===== src/rtl/core/dcf_pkg.sv =====
package dcf_pkg;

  localparam int unsigned POS_W = 4;

  localparam logic [7:0]       FRAME_HEADER = 8'hFF;
  localparam logic [7:0]       FRAME_LENGTH = 8'h07;
  localparam logic [15:0]      CRC_INIT     = 16'hFFFF;
  localparam logic [15:0]      CRC_POLY     = 16'hA001;

  localparam logic [POS_W-1:0] POS_HEADER   = 4'd0;
  localparam logic [POS_W-1:0] POS_LENGTH   = 4'd1;
  localparam logic [POS_W-1:0] POS_LEFT_LO  = 4'd2;
  localparam logic [POS_W-1:0] POS_LEFT_HI  = 4'd3;
  localparam logic [POS_W-1:0] POS_RIGHT_LO = 4'd4;
  localparam logic [POS_W-1:0] POS_RIGHT_HI = 4'd5;
  localparam logic [POS_W-1:0] POS_FLAGS    = 4'd6;
  localparam logic [POS_W-1:0] POS_CRC_LO   = 4'd7;
  localparam logic [POS_W-1:0] POS_CRC_HI   = 4'd8;

  typedef enum logic {
    ST_IDLE,
    ST_SEND
  } state_t;

endpackage


===== src/rtl/core/dcf_cmd_if.sv =====
interface dcf_cmd_if;
  logic               valid;
  logic               ready;
  logic signed [15:0] left_speed;
  logic signed [15:0] right_speed;
  logic        [7:0]  control_flags;

  modport source (
    output valid, left_speed, right_speed, control_flags,
    input  ready
  );

  modport sink (
    input  valid, left_speed, right_speed, control_flags,
    output ready
  );
endinterface


===== src/rtl/core/dcf_byte_if.sv =====
interface dcf_byte_if;
  logic       valid;
  logic       ready;
  logic [7:0] out_byte;
  logic       last_byte;

  modport source (
    output valid, out_byte, last_byte,
    input  ready
  );

  modport sink (
    input  valid, out_byte, last_byte,
    output ready
  );
endinterface


===== src/rtl/core/dcf_crc_unit.sv =====
module dcf_crc_unit (
  input  logic [15:0] crc_in,
  input  logic [7:0]  data,
  output logic [15:0] crc_out
);

  // CRC-16/MODBUS, one byte per pass, reflected
  always_comb begin
    logic [15:0] c;
    c = crc_in ^ {8'h00, data};
    for (int i = 0; i < 8; i++) begin
      if (c[0]) begin
        c = (c >> 1) ^ dcf_pkg::CRC_POLY;
      end else begin
        c = c >> 1;
      end
    end
    crc_out = c;
  end

endmodule


===== src/rtl/core/drive_command_frame_crc16.sv =====
// Channel | Modport | Payload                                   | Role
// cmd     | sink    | left_speed, right_speed, control_flags    | one drive command
// frame   | source  | out_byte, last_byte                       | one frame byte per item
//
// Each command yields nine frame bytes, one per cycle unless frame stalls; once
// accepted, a command passes through the single CRC byte unit and sequencer.
// The CRC is folded in as frame bytes one to six enter the output register.
// rst (synchronous) returns the sequencer to idle and empties the output register.
// Stalls on frame hold the sequencer; the sequencer returns to idle and raises
// cmd.ready once the last byte is loaded into the output register.
module drive_command_frame_crc16 (
  input logic       clk,
  input logic       rst,
  dcf_cmd_if.sink   cmd,
  dcf_byte_if.source frame
);

  dcf_pkg::state_t                  state, state_next;
  logic [dcf_pkg::POS_W-1:0]        pos;
  logic [39:0]                      held;
  logic [15:0]                      crc;
  logic [15:0]                      crc_upd;
  logic [7:0]                       byte_sel;
  logic                             ov;
  logic [7:0]                       obyte;
  logic                             olast;
  logic                             accept;
  logic                             load;
  logic                             in_crc_span;

  assign accept      = cmd.valid && cmd.ready;
  assign in_crc_span = (pos >= dcf_pkg::POS_LENGTH) && (pos <= dcf_pkg::POS_FLAGS);

  always_comb begin
    unique case (pos)
      dcf_pkg::POS_HEADER:   byte_sel = dcf_pkg::FRAME_HEADER;
      dcf_pkg::POS_LENGTH:   byte_sel = dcf_pkg::FRAME_LENGTH;
      dcf_pkg::POS_LEFT_LO:  byte_sel = held[7:0];
      dcf_pkg::POS_LEFT_HI:  byte_sel = held[15:8];
      dcf_pkg::POS_RIGHT_LO: byte_sel = held[23:16];
      dcf_pkg::POS_RIGHT_HI: byte_sel = held[31:24];
      dcf_pkg::POS_FLAGS:    byte_sel = held[39:32];
      dcf_pkg::POS_CRC_LO:   byte_sel = crc[7:0];
      dcf_pkg::POS_CRC_HI:   byte_sel = crc[15:8];
      default:               byte_sel = 8'h00;
    endcase
  end

  dcf_crc_unit u_crc (
    .crc_in  (crc),
    .data    (byte_sel),
    .crc_out (crc_upd)
  );

  always_comb begin
    state_next = state;
    unique case (state)
      dcf_pkg::ST_IDLE: begin
        if (cmd.valid) state_next = dcf_pkg::ST_SEND;
      end
      dcf_pkg::ST_SEND: begin
        if (load && pos == dcf_pkg::POS_CRC_HI) state_next = dcf_pkg::ST_IDLE;
      end
      default: state_next = dcf_pkg::ST_IDLE;
    endcase
  end

  always_comb begin
    cmd.ready = (state == dcf_pkg::ST_IDLE);
    load      = (state == dcf_pkg::ST_SEND) && (!ov || frame.ready);
  end

  always_ff @(posedge clk) begin
    if (rst) begin
      state <= dcf_pkg::ST_IDLE;
      pos   <= dcf_pkg::POS_HEADER;
      crc   <= dcf_pkg::CRC_INIT;
      ov    <= 1'b0;
    end else begin
      state <= state_next;
      if (accept) begin
        pos <= dcf_pkg::POS_HEADER;
        crc <= dcf_pkg::CRC_INIT;
      end else if (load) begin
        if (in_crc_span) crc <= crc_upd;
        if (pos == dcf_pkg::POS_CRC_HI) begin
          pos <= dcf_pkg::POS_HEADER;
        end else begin
          pos <= pos + 1'b1;
        end
      end
      if (load) begin
        ov <= 1'b1;
      end else if (frame.ready) begin
        ov <= 1'b0;
      end
    end
  end

  always_ff @(posedge clk) begin
    if (accept) begin
      held <= {cmd.control_flags, cmd.right_speed, cmd.left_speed};
    end
    if (load) begin
      obyte <= byte_sel;
      olast <= (pos == dcf_pkg::POS_CRC_HI);
    end
  end

  assign frame.valid     = ov;
  assign frame.out_byte  = obyte;
  assign frame.last_byte = olast;

endmodule

===== src/flat_wrapper.sv =====
// flat-port wrapper written by rule: the top's interface ports become plain ports
module drive_command_frame_crc16_flat 
  (clk, rst, cmd_valid, cmd_left_speed, cmd_right_speed, cmd_control_flags, cmd_ready, frame_valid, frame_out_byte, frame_last_byte, frame_ready);
  dcf_cmd_if cmd_i ();
  dcf_byte_if frame_i ();
  input logic clk;
  input logic rst;
  input wire logic [$bits(cmd_i.valid)-1:0] cmd_valid;
  input wire logic [$bits(cmd_i.left_speed)-1:0] cmd_left_speed;
  input wire logic [$bits(cmd_i.right_speed)-1:0] cmd_right_speed;
  input wire logic [$bits(cmd_i.control_flags)-1:0] cmd_control_flags;
  output wire logic [$bits(cmd_i.ready)-1:0] cmd_ready;
  output wire logic [$bits(frame_i.valid)-1:0] frame_valid;
  output wire logic [$bits(frame_i.out_byte)-1:0] frame_out_byte;
  output wire logic [$bits(frame_i.last_byte)-1:0] frame_last_byte;
  input wire logic [$bits(frame_i.ready)-1:0] frame_ready;
  assign cmd_i.valid = cmd_valid;
  assign cmd_i.left_speed = cmd_left_speed;
  assign cmd_i.right_speed = cmd_right_speed;
  assign cmd_i.control_flags = cmd_control_flags;
  assign cmd_ready = cmd_i.ready;
  assign frame_valid = frame_i.valid;
  assign frame_out_byte = frame_i.out_byte;
  assign frame_last_byte = frame_i.last_byte;
  assign frame_i.ready = frame_ready;
  drive_command_frame_crc16 u_core (.clk(clk), .rst(rst), .cmd(cmd_i), .frame(frame_i));
endmodule

===== config.mk =====
export PLATFORM = sky130hd
export DESIGN_NAME = drive_command_frame_crc16_flat
export DESIGN_NICKNAME = d
export VERILOG_FILES = /design/src/rtl/core/dcf_pkg.sv /design/src/rtl/core/dcf_cmd_if.sv /design/src/rtl/core/dcf_byte_if.sv /design/src/rtl/core/dcf_crc_unit.sv /design/src/rtl/core/drive_command_frame_crc16.sv /design/src/flat_wrapper.sv
export SDC_FILE = /design/constraint.sdc
export NUM_CORES = 1
export LEC_CHECK = 0
export BUFFER_PORTS_ARGS = -buffer_cell sky130_fd_sc_hd__clkbuf_2
export CAP_MARGIN = 10
export CORE_ASPECT_RATIO = 1.5
export CORE_MARGIN = 2
export CORE_UTILIZATION = 50
export CTS_CLUSTER_DIAMETER = 80
export DETAILED_ROUTE_END_ITERATION = 12
export PLACE_DENSITY = 0.71
export SLEW_MARGIN = 20
export SYNTH_ARGS = -nofsm -noshare
export SYNTH_HDL_FRONTEND = slang
export SYNTH_SLANG_ARGS = --single-unit

===== constraint.sdc =====
create_clock -name clk -period 3.35 [get_ports clk]
set_input_delay 0.67 -clock clk [delete_from_list [all_inputs] [get_ports clk]]
set_output_delay 0.67 -clock clk [all_outputs]
set_load 0.05 [all_outputs]

==> flow_metrics.py, run 1 <==
metrics = {
    "clock_network": {
        "cts_root_buf": "clkbuf_8",
        "ctsHoldBuffers": 0,
        "cts.repair.resized": 0,
        "clk_pin_slew_ns": 0.08,
        "cts_sinks": 71,
        "h-tree-depth": 3,
        "insertion_delay_ns": 0.35,
        "cts_buffers": 9,
        "cts_buffer_depth": 2,
        "cts_setup_buffers": 0,
        "cts_tree": "done",
    },
    "route": {
        "wire_per_inst_um": 16.6,
        "via_per_inst": 5.72,
        "route.detailed.drc": 0,
        "drt_wl_total_um": 6490,
        "ant_nets": 0,
        "dr.pass1.iters": 4,
        "drtIter0Drc": 202,
        "vias": 2243,
    },
    "final_layout": {
        "nFillCells": 486,
        "drive_gt1_frac": 0.296,
        "final_cells": 392,
        "finish.net_count": 362,
        "antenna_cells": 0,
        "syn_to_final_growth_pct": 19.7,
    },
    "sta": {
        "fmax_mhz": 320,
        "min_period_ns": 3.12,
        "tightest_slew_ns": 0.547,
        "max-slew-margin-rel": 0.635,
        "setup_tns_ns": 0,
        "fin_worst_skew_ns": 0.0103,
        "drv_slew": 0,
        "rsz0062_at_grt": "no",
        "report.final.setup_viol": 0,
        "finalCritPeriodShare": 0.932,
        "hold_violations": 0,
    },
    "worst_setup_path": {
        "cp_top_family": "compound AO/OA/AOI/OAI gates",
        "crit_path_top_delay_cell": "xor3_1",
        "crit_type": "flip-flop to flip-flop",
        "crit_chain": "inv_1 -> ha_1 -> a222oi_1 -> a211oi_1 -> or2_1 -> o21ai_2 -> xnor2_1 -> xor3_1 -> xor2_1 -> a22oi_1",
        "required_ns": 3.63,
        "critical_path_arrival_ns": 3.40,
        "crit_buf_inv": 1,
        "max_stage_delay_ns": 0.53,
        "worst_setup_path_end_kind": "flip-flop",
        "critPathLaunchType": "flip-flop",
        "crit_fanout": 12,
    },
    "global_route": {
        "grt_pass1_wl_um": 10500,
        "grt_max_degree": 43,
        "overflow": 0,
        "grt_pass1_vias": 2186,
        "grtUsageTotal": 0.196,
        "grt_antenna_before_repair": 0,
    },
    "synth": {
        "synthFlopType": "edfxtp_1",
        "syn_inst": 254,
        "synth.area.top_cells": "edfxtp_1, dfxtp_1, nand2_1",
        "synth-seq-cells": 71,
        "synth-edff-count": 49,
        "synth_cell_types": 53,
        "synth_common_cells": "edfxtp_1, nand2_1, dfxtp_1",
        "yosysMostFrequentCell": "edfxtp_1",
        "ys_warn_count": 0,
        "syn-num-nets": 303,
        "syn_area_per_cell_um2": 12.6,
        "syn_area_um2": 3190,
        "async_reset_ff_frac": 0,
        "synth_top_area_cell": "edfxtp_1",
        "ys_seq_area_frac": 0.599,
        "synth_top_area_frac": 0.461,
    },
    "placement": {
        "post-place-cells": 376,
        "hpwl_um": 4720,
        "port_buffers": 54,
        "place_congestion": 0.900,
    },
    "pwr": {
        "leakage_nw": 1.48,
        "peakVddDrop_mv": 0.340,
        "power_density_nw_per_um2": 554,
    },
    "job": {
        "cap_violations": 0,
    },
    "floorplanning": {
        "dieArea_um2": 7060,
        "fp.dieH_um": 102,
        "core_area_um2": 6170,
        "ios": 55,
        "rows": 35,
        "start_util": 0.517,
        "fp.dieW_um": 69.3,
    },
    "run_status": {
        "outcome": "finished clean",
    },
    "worst_hold_path": {
        "hold_class": "input port to flip-flop",
    },
}
## layout make-up
cell class / count / area [um^2] / area share
clock buffers: 9 / 124 / 0.0324
flip-flops and latches: 71 / 1910 / 0.500
well taps: 74 / 92.6 / 0.0242
clock inverters: 7 / 145 / 0.0379
inverters: 7 / 26.3 / 0.00687
repair buffers: 64 / 345 / 0.0903
multi-input cells: 160 / 1180 / 0.308
## registers in the layout, summed over array words and instances (netlist names)
signal,count
u_core.crc,16
u_core.frame.out_byte,8
u_core.state,1
u_core.frame.valid,1
u_core.frame.last_byte,1
u_core.held,40
u_core.pos,4
## worst register-to-register path: stages (launching register included)
cell	delay, ns
dfxtp_1	0.43
inv_1	0.13
ha_1	0.37
a222oi_1	0.40
a211oi_1	0.15
or2_1	0.27
o21ai_2	0.24
xnor2_1	0.20
xor3_1	0.53
xor2_1	0.17
a22oi_1	0.16
## layout by cell type, fill, tap and decap left out, types with 3 or more instances in the layout
master     netlist  final
clkbuf_2         0     54
edfxtp_1        49     49
nand2_1         26     26
dfxtp_1         22     22
nor2_1          15     15
buf_4            4     10
a21oi_1          9      9
clkbuf_8         0      9
mux2i_1          8      8
o211ai_1         8      8
inv_1            7      7
xor2_1           8      7
xnor2_1          7      7
a22oi_1          6      6
a222oi_1         5      5
o21ai_0          5      5
nand2b_1         4      4
nand3_1          4      4
a22o_1           4      4
a211oi_1         4      4
bufinv_16        0      4
o22ai_1          3      3
ha_1             5      3
## power breakdown
group	switching, W	internal, W	total, W
logic	0.000123	0.0000958	0.000219
clock network	0.000326	0.000572	0.000898
registers	0.0000187	0.000983	0.00100
## layer usage
metal | part of all wire | GRT usage | vias up
met3 | 0.053 | 0.0385 | 27
met2 | 0.51 | 0.323 | 77
met1 | 0.40 | 0.227 | 1069
met4 | 0.042 | 0.149 | 0
li1 | - | - | 1070
met5 | 0 | 0 | -
## worst paths after layout
path | to | startpoint | depth (start not counted) | slack, ns
max | u_core.crc[15]$_SDFFE_PP1P_ | u_core.pos[1]$_SDFFE_PP0P_ | 10 | 0.23
max reg2reg | u_core.crc[15]$_SDFFE_PP1P_ | u_core.pos[1]$_SDFFE_PP0P_ | 10 | 0.23
min reg2reg | u_core.frame.valid$_SDFFE_PP0P_ | u_core.frame.valid$_SDFFE_PP0P_ | 2 | 0.51
min | u_core.held[0]$_DFFE_PP_ | cmd_left_speed[0] | 1 | 0.49
## stage by stage
stage | hold slack, ns | power (W) | setup slack (ns) | area, um^2 | utilization
6_report | 0.486 | 0.00212 | 0.228 | 3820 | 0.619
5_1_grt | 0.473 | 0.00219 | 0.00543 | 3820 | 0.619
4_1_cts | 0.472 | 0.00213 | 0.0737 | 3810 | 0.617
3_5_place_dp | 0.502 | 0.00124 | 0.132 | 3540 | 0.574
3_3_place_gp | 0.487 | 0.00123 | 0.239 | 3540 | 0.574
2_1_floorplan | 0.456 | 0.00117 | 0.0202 | 3190 | -
## cells by family (layout without fill, tap and decap cells)
group | count (synthesis) | count (layout) | synth area share
DFF | 71 | 71 | 0.599
AOI/OAI and AO/OA | 65 | 65 | 0.160
and+or+nand+nor | 63 | 63 | 0.0917
buffers and inverters | 23 | 87 | 0.0388
xor gates and xnor gates | 18 | 18 | 0.0631
muxes | 9 | 9 | 0.0286
adders and majority gates | 5 | 5 | 0.0196
Note: power is estimated with default switching activity, not from simulation.
==> inputs of run 2 (changes only) <==
--- a/config.mk
+++ b/config.mk
@@ -5,14 +5,16 @@
 export SDC_FILE = /design/constraint.sdc
 export NUM_CORES = 1
 export LEC_CHECK = 0
+export ABC_AREA = 1
 export BUFFER_PORTS_ARGS = -buffer_cell sky130_fd_sc_hd__clkbuf_2
 export CAP_MARGIN = 10
 export CORE_ASPECT_RATIO = 1.5
 export CORE_MARGIN = 2
-export CORE_UTILIZATION = 50
+export CORE_UTILIZATION = 51
 export CTS_CLUSTER_DIAMETER = 80
 export DETAILED_ROUTE_END_ITERATION = 12
-export PLACE_DENSITY = 0.71
+export PLACE_DENSITY = 0.72
+export SKIP_CTS_REPAIR_TIMING = 1
 export SLEW_MARGIN = 20
 export SYNTH_ARGS = -nofsm -noshare
 export SYNTH_HDL_FRONTEND = slang
==> run 2 against run 1 <==
  * Routed wire length rose by 9.4%
  * Critical endpoint is now u_core.crc[0]$_SDFFE_PP1P_
  * Maximum frequency rose by 15%
  * Register-to-register slack improved by 0.42 ns
  * Power fell by 13%
  * Global-route usage rose by 0.50 points
  * Critical path type unchanged
==> flow_metrics.py, run 2 <==
metrics = {
    "run_status": {
        "outcome": "finished clean",
    },
    "clock_network": {
        "h-tree-depth": 3,
        "clk_pin_slew_ns": 0.07,
        "cts_buffers": 9,
        "cts_sinks": 71,
        "cts_tree": "done",
        "cts_buffer_depth": 2,
        "cts_root_buf": "clkbuf_8",
        "insertion_delay_ns": 0.35,
    },
    "synth": {
        "syn_area_per_cell_um2": 9.01,
        "synth-edff-count": 49,
        "yosysMostFrequentCell": "nand2_1",
        "synth-seq-cells": 71,
        "synth_fa_ha_area_frac": 0.0183,
        "ys_warn_count": 0,
        "synth_compound_area_frac": 0.0641,
        "synthFlopType": "edfxtp_1",
        "synth_cell_types": 26,
        "synthMuxAreaShare": 0,
        "synth.area.top_cells": "edfxtp_1, dfxtp_1, nand2_1",
        "syn-num-nets": 428,
        "ys_seq_area_frac": 0.560,
        "synthXorXnorAreaFrac": 0.0103,
        "synth-simple-area-share": 0.290,
        "syn_area_um2": 3410,
        "synth_top_family_by_area": "simple AND/OR/NAND/NOR gates",
        "async_reset_ff_frac": 0,
        "synth_common_cells": "nand2_1, nand3_1, edfxtp_1",
        "synth_top_area_cell": "edfxtp_1",
        "syn_inst": 379,
        "synth_top_area_frac": 0.431,
    },
    "pwr": {
        "power_density_nw_per_um2": 479,
        "leakage_nw": 1.71,
        "peakVddDrop_mv": 0.362,
    },
    "final_layout": {
        "top_register": "u_core.held",
        "drive_gt1_frac": 0.198,
        "finish.net_count": 480,
        "largest_reg_flops": 40,
        "syn_to_final_growth_pct": 13.3,
        "final_common_cell": "nand2_1",
        "final_cell_mix": "nand2_1, clkbuf_2, nand3_1",
        "antenna_cells": 0,
    },
    "sta": {
        "min_period_ns": 2.71,
        "tightest_slew_ns": 0.639,
        "fin_worst_skew_ns": 0.00856,
        "layout_setup_ws_ns": 0.644,
        "hold_slack_ns": 0.489,
        "finalCritPeriodShare": 0.808,
        "max-slew-margin-rel": 0.574,
        "setup_tns_ns": 0,
        "report.final.setup_viol": 0,
        "drv_slew": 0,
        "hold_violations": 0,
        "rsz0062_at_grt": "no",
        "fmax_mhz": 370,
    },
    "floorplanning": {
        "fp.dieW_um": 70.8,
        "start_util": 0.526,
        "dieArea_um2": 7380,
        "ios": 55,
        "rows": 36,
        "fp.dieH_um": 104,
        "core_area_um2": 6490,
    },
    "worst_setup_path": {
        "crit_fanout": 17,
        "worst_setup_path_end_kind": "flip-flop",
        "required_ns": 3.59,
        "critical_path_arrival_ns": 2.95,
        "crit_type": "flip-flop to flip-flop",
        "critPathLaunchType": "flip-flop",
    },
    "route": {
        "via_per_inst": 5.42,
        "dr.pass1.iters": 4,
        "drtIter0Drc": 159,
        "wire_per_inst_um": 13.9,
        "drt_wl_total_um": 7100,
        "ant_nets": 0,
        "route.detailed.drc": 0,
        "vias": 2766,
    },
    "global_route": {
        "grt_pass1_wl_um": 11600,
        "grt_pass1_vias": 2574,
        "grt_antenna_before_repair": 0,
        "overflow": 0,
        "grt_max_degree": 42,
        "grtUsageTotal": 0.201,
    },
    "job": {
        "cap_violations": 0,
    },
    "placement": {
        "hpwl_um": 5270,
        "port_buffers": 54,
        "dp_slack_ns": 0.685,
        "place_congestion": 0.919,
    },
    "worst_hold_path": {
        "hold_class": "flip-flop to flip-flop",
    },
}
run 2: cell count changes after synthesis, sizes merged, moves of 9 or more:
cell,change
inv,+18
nand2,+82
nand3,+46
nand4,+27
nor2,+13
o21ai,+9
run 2: cell type report:
cell class | count | area [um^2]
clock inverters | 3 | 12.5
fillers | 584 | 2620
flip-flops and latches | 71 | 1910
multi-input cells | 265 | 1310
clock buffers | 11 | 131
inverters | 25 | 96.3
well taps | 76 | 95.1
repair buffers | 59 | 308
run 2: cell families (layout without fill, tap and decap cells):
family | Yosys count | in the layout
and+or+nand+nor | 216 | 216
DFF | 71 | 71
buffers and inverters | 43 | 98
AOI/OAI and AO/OA | 40 | 40
adders and majority gates | 5 | 5
xor gates and xnor gates | 4 | 4
run 2: worst paths after layout:
check | startpoint | to | slack (ns) | depth (start not counted)
hold / removal | u_core.frame.valid$_SDFFE_PP0P_ | u_core.frame.valid$_SDFFE_PP0P_ | 0.49 | 2
hold reg to reg | u_core.frame.valid$_SDFFE_PP0P_ | u_core.frame.valid$_SDFFE_PP0P_ | 0.49 | 2
setup / recovery | u_core.pos[0]$_SDFFE_PP0P_ | u_core.crc[0]$_SDFFE_PP1P_ | 0.64 | 18
setup reg to reg | u_core.pos[0]$_SDFFE_PP0P_ | u_core.crc[0]$_SDFFE_PP1P_ | 0.64 | 18
run 2: metrics by stage:
stage / total power (W) / cell area, um^2 / instances / utilization
2_1_floorplan: 0.00124 / 3420 / 379 / -
3_3_place_gp: 0.00132 / 3720 / 496 / 0.574
3_5_place_dp: 0.00133 / 3720 / 496 / 0.574
4_1_cts: 0.00186 / 3870 / 510 / 0.596
5_1_grt: 0.00194 / 3870 / 510 / 0.596
6_report: 0.00185 / 3870 / 510 / 0.596
run 2: report_power, final:
part           switching [W]  internal, W
sequential         0.0000203     0.000995
clock               0.000290     0.000254
combinational       0.000201    0.0000914
total               0.000511      0.00134
run 2: critical path, cell delays in order (launching register included):
cell	delay, ns
dfxtp_1	0.39
inv_1	0.12
ha_1	0.43
o21ai_1	0.31
nand2_1	0.09
nor2_1	0.22
nand2_1	0.13
nand2_1	0.08
nand2_1	0.10
nand2_1	0.08
nand2_1	0.08
nand2_1	0.07
nand2_1	0.06
nand2_1	0.08
nand3_1	0.10
nand2_1	0.09
nand2_1	0.05
nand3_1	0.06
nand2_1	0.06
run 2: per-layer routing:
metal  share of wire  routed length [um]  vias to the layer above  track usage
met4           0.031                 221                        0        0.101
li1                -                   -                     1414            -
met3           0.042                 297                       17       0.0349
met2            0.52                3680                       83        0.352
met5               0                   0                        -            0
met1            0.41                2910                     1252        0.231
==> inputs of run 3 (changes only) <==
--- a/config.mk
+++ b/config.mk
@@ -5,15 +5,15 @@
 export SDC_FILE = /design/constraint.sdc
 export NUM_CORES = 1
 export LEC_CHECK = 0
-export ABC_AREA = 1
+export ABC_AREA = 0
 export BUFFER_PORTS_ARGS = -buffer_cell sky130_fd_sc_hd__clkbuf_2
 export CAP_MARGIN = 10
 export CORE_ASPECT_RATIO = 1.5
 export CORE_MARGIN = 2
-export CORE_UTILIZATION = 51
+export CORE_UTILIZATION = 50
 export CTS_CLUSTER_DIAMETER = 80
 export DETAILED_ROUTE_END_ITERATION = 12
-export PLACE_DENSITY = 0.72
+export PLACE_DENSITY = 0.71
 export SKIP_CTS_REPAIR_TIMING = 1
 export SLEW_MARGIN = 20
 export SYNTH_ARGS = -nofsm -noshare
==> constraint.sdc (replaced) <==
create_clock -name clk -period 2.45 [get_ports clk]
set_input_delay 0.49 -clock clk [delete_from_list [all_inputs] [get_ports clk]]
set_output_delay 0.49 -clock clk [all_outputs]
set_load 0.05 [all_outputs]
==> run 3 against run 2 <==
  * The flow now finishes with violations (negative setup slack)
  * Flip-flop and latch count unchanged
  * Power increased by 48%
  * Clock skew increased by 0.0029 ns
  * Critical endpoint unchanged
  * Highest routed layer unchanged
==> flow_metrics.py, run 3 (synthesis results as in run 1) <==
metrics = {
    "worst_setup_path": {
        "critPathLaunchType": "flip-flop",
        "crit_fanout": 4,
        "required_ns": 2.72,
        "max_stage_delay_ns": 0.44,
        "crit_type": "flip-flop to flip-flop",
        "crit_chain": "inv_4 -> ha_4 -> a222oi_1 -> a311oi_1 -> a21o_2 -> xor2_2 -> xnor3_1 -> xor3_2 -> xor3_1 -> o21ai_1",
        "crit_path_top_delay_cell": "xor3_2",
        "critical_path_arrival_ns": 3.02,
        "worst_setup_path_end_kind": "flip-flop",
    },
    "final_layout": {
        "syn_to_final_growth_pct": 30.8,
        "largest_reg_flops": 40,
        "fin_area_um2": 4180,
        "finish.net_count": 401,
        "drive_gt1_frac": 0.398,
        "final_cells": 431,
        "top_register": "u_core.held",
        "final_common_cell": "clkbuf_2",
        "final_cell_mix": "clkbuf_2, edfxtp_1, buf_4",
        "antenna_cells": 0,
    },
    "floorplanning": {
        "start_util": 0.517,
        "core_area_um2": 6170,
        "rows": 35,
        "ios": 55,
        "fp.dieW_um": 69.3,
        "fp.dieH_um": 102,
        "dieArea_um2": 7060,
    },
    "clock_network": {
        "cts_sinks": 71,
        "insertion_delay_ns": 0.34,
        "cts_buffer_depth": 2,
        "cts_buffers": 9,
        "cts_tree": "done",
        "clk_pin_slew_ns": 0.08,
        "h-tree-depth": 3,
        "cts_root_buf": "clkbuf_8",
    },
    "pwr": {
        "peakVddDrop_mv": 0.504,
        "power_density_nw_per_um2": 655,
        "leakage_nw": 1.67,
        "fin_total_pwr_w": 0.00274,
    },
    "run_status": {
        "violations": "negative setup slack",
        "outcome": "finished, violations left",
    },
    "sta": {
        "rsz0062_at_grt": "yes",
        "layout_setup_ws_ns": -0.297,
        "fmax_mhz": 364,
        "tightest_slew_ns": 0.572,
        "min_period_ns": 2.75,
        "setup_tns_ns": -0.708,
        "fin_worst_skew_ns": 0.0114,
        "report.final.setup_viol": 3,
        "drv_slew": 0,
        "max-slew-margin-rel": 0.618,
        "hold_violations": 0,
        "finalCritPeriodShare": 1.12,
    },
    "global_route": {
        "overflow": 0,
        "grt_pass1_wl_um": 11000,
        "grt_antenna_before_repair": 0,
        "grt_pass1_vias": 2356,
        "grtUsageTotal": 0.202,
        "grt_max_degree": 41,
    },
    "placement": {
        "placed_cell_area_um2": 3880,
        "port_buffers": 54,
        "post-place-cells": 413,
        "place_congestion": 0.988,
        "hpwl_um": 5110,
    },
    "route": {
        "wire_per_inst_um": 15.6,
        "drt_wl_total_um": 6720,
        "vias": 2308,
        "via_per_inst": 5.35,
        "drtIter0Drc": 166,
        "route.detailed.drc": 0,
        "dr.pass1.iters": 4,
        "ant_nets": 0,
    },
    "worst_hold_path": {
        "hold_class": "input port to flip-flop",
    },
    "job": {
        "cap_violations": 0,
    },
}
-- run 3: cell types whose count changed in the layout (fill, tap and decap cells not counted), moves of 5 or more --
cell and delta:
nand4_1 -27, inv_1 -18, nor2_2 -10, nand2_1 -81, mux2i_1 +8, xnor2_1 +5
a21oi_1 -7, o21ai_0 -10, a222oi_1 +5, a22oi_1 +5, nand3_1 -46, buf_4 +39
-- run 3: path summary, 6_finish.rpt --
check                                                     start                         endpoint  slack, ns  cells after the start
worst min-delay path                          cmd_left_speed[7]         u_core.held[7]$_DFFE_PP_       0.32                      1
worst max register to register       u_core.pos[0]$_SDFFE_PP0P_       u_core.crc[0]$_SDFFE_PP1P_      -0.30                     10
worst min register to register  u_core.frame.valid$_SDFFE_PP0P_  u_core.frame.valid$_SDFFE_PP0P_       0.52                      2
worst max-delay path                 u_core.pos[0]$_SDFFE_PP0P_       u_core.crc[0]$_SDFFE_PP1P_      -0.30                     10
-- run 3: through the flow --
stage                     utilization  setup WS (ns)  hold WS [ns]
after floorplan                     -         -0.271         0.456
after global placement          0.628         -0.281         0.486
after detailed placement        0.628         -0.330         0.511
after CTS                       0.664         -0.338         0.299
after global routing            0.677         -0.399         0.296
final                           0.677         -0.297         0.318
-- run 3: metal layers --
metal	vias up	track usage	wire length [um]
met3	19	0.0464	320
met5	-	0	0
met1	1061	0.236	2640
met4	0	0.128	276
li1	1152	-	-
met2	76	0.337	3480
-- run 3: layout make-up --
| cell class | instances | area (um^2) |
|---|---|---|
| Clock buffer | 9 | 124 |
| Inverter | 7 | 31.3 |
| Multi-Input combinational cell | 160 | 1250 |
| Fill cell | 455 | 2000 |
| Clock inverter | 7 | 96.3 |
| Timing Repair Buffer | 103 | 666 |
| Sequential cell | 71 | 1920 |
| Tap cell | 74 | 92.6 |
-- run 3: report_power, final --
group          internal [W]  switching [W]
registers           0.00134      0.0000260
logic              0.000181       0.000184
clock network      0.000574       0.000427
total               0.00210       0.000638
-- run 3: critical path, delay by kind of cell (launching register included) --
family                     cells  cell delay [ns]
AOI/OAI and AO/OA              4             0.84
adders and majority gates      1             0.17
DFF                            1             0.39
buffers and inverters          1             0.06
xor gates and xnor gates       4             1.22
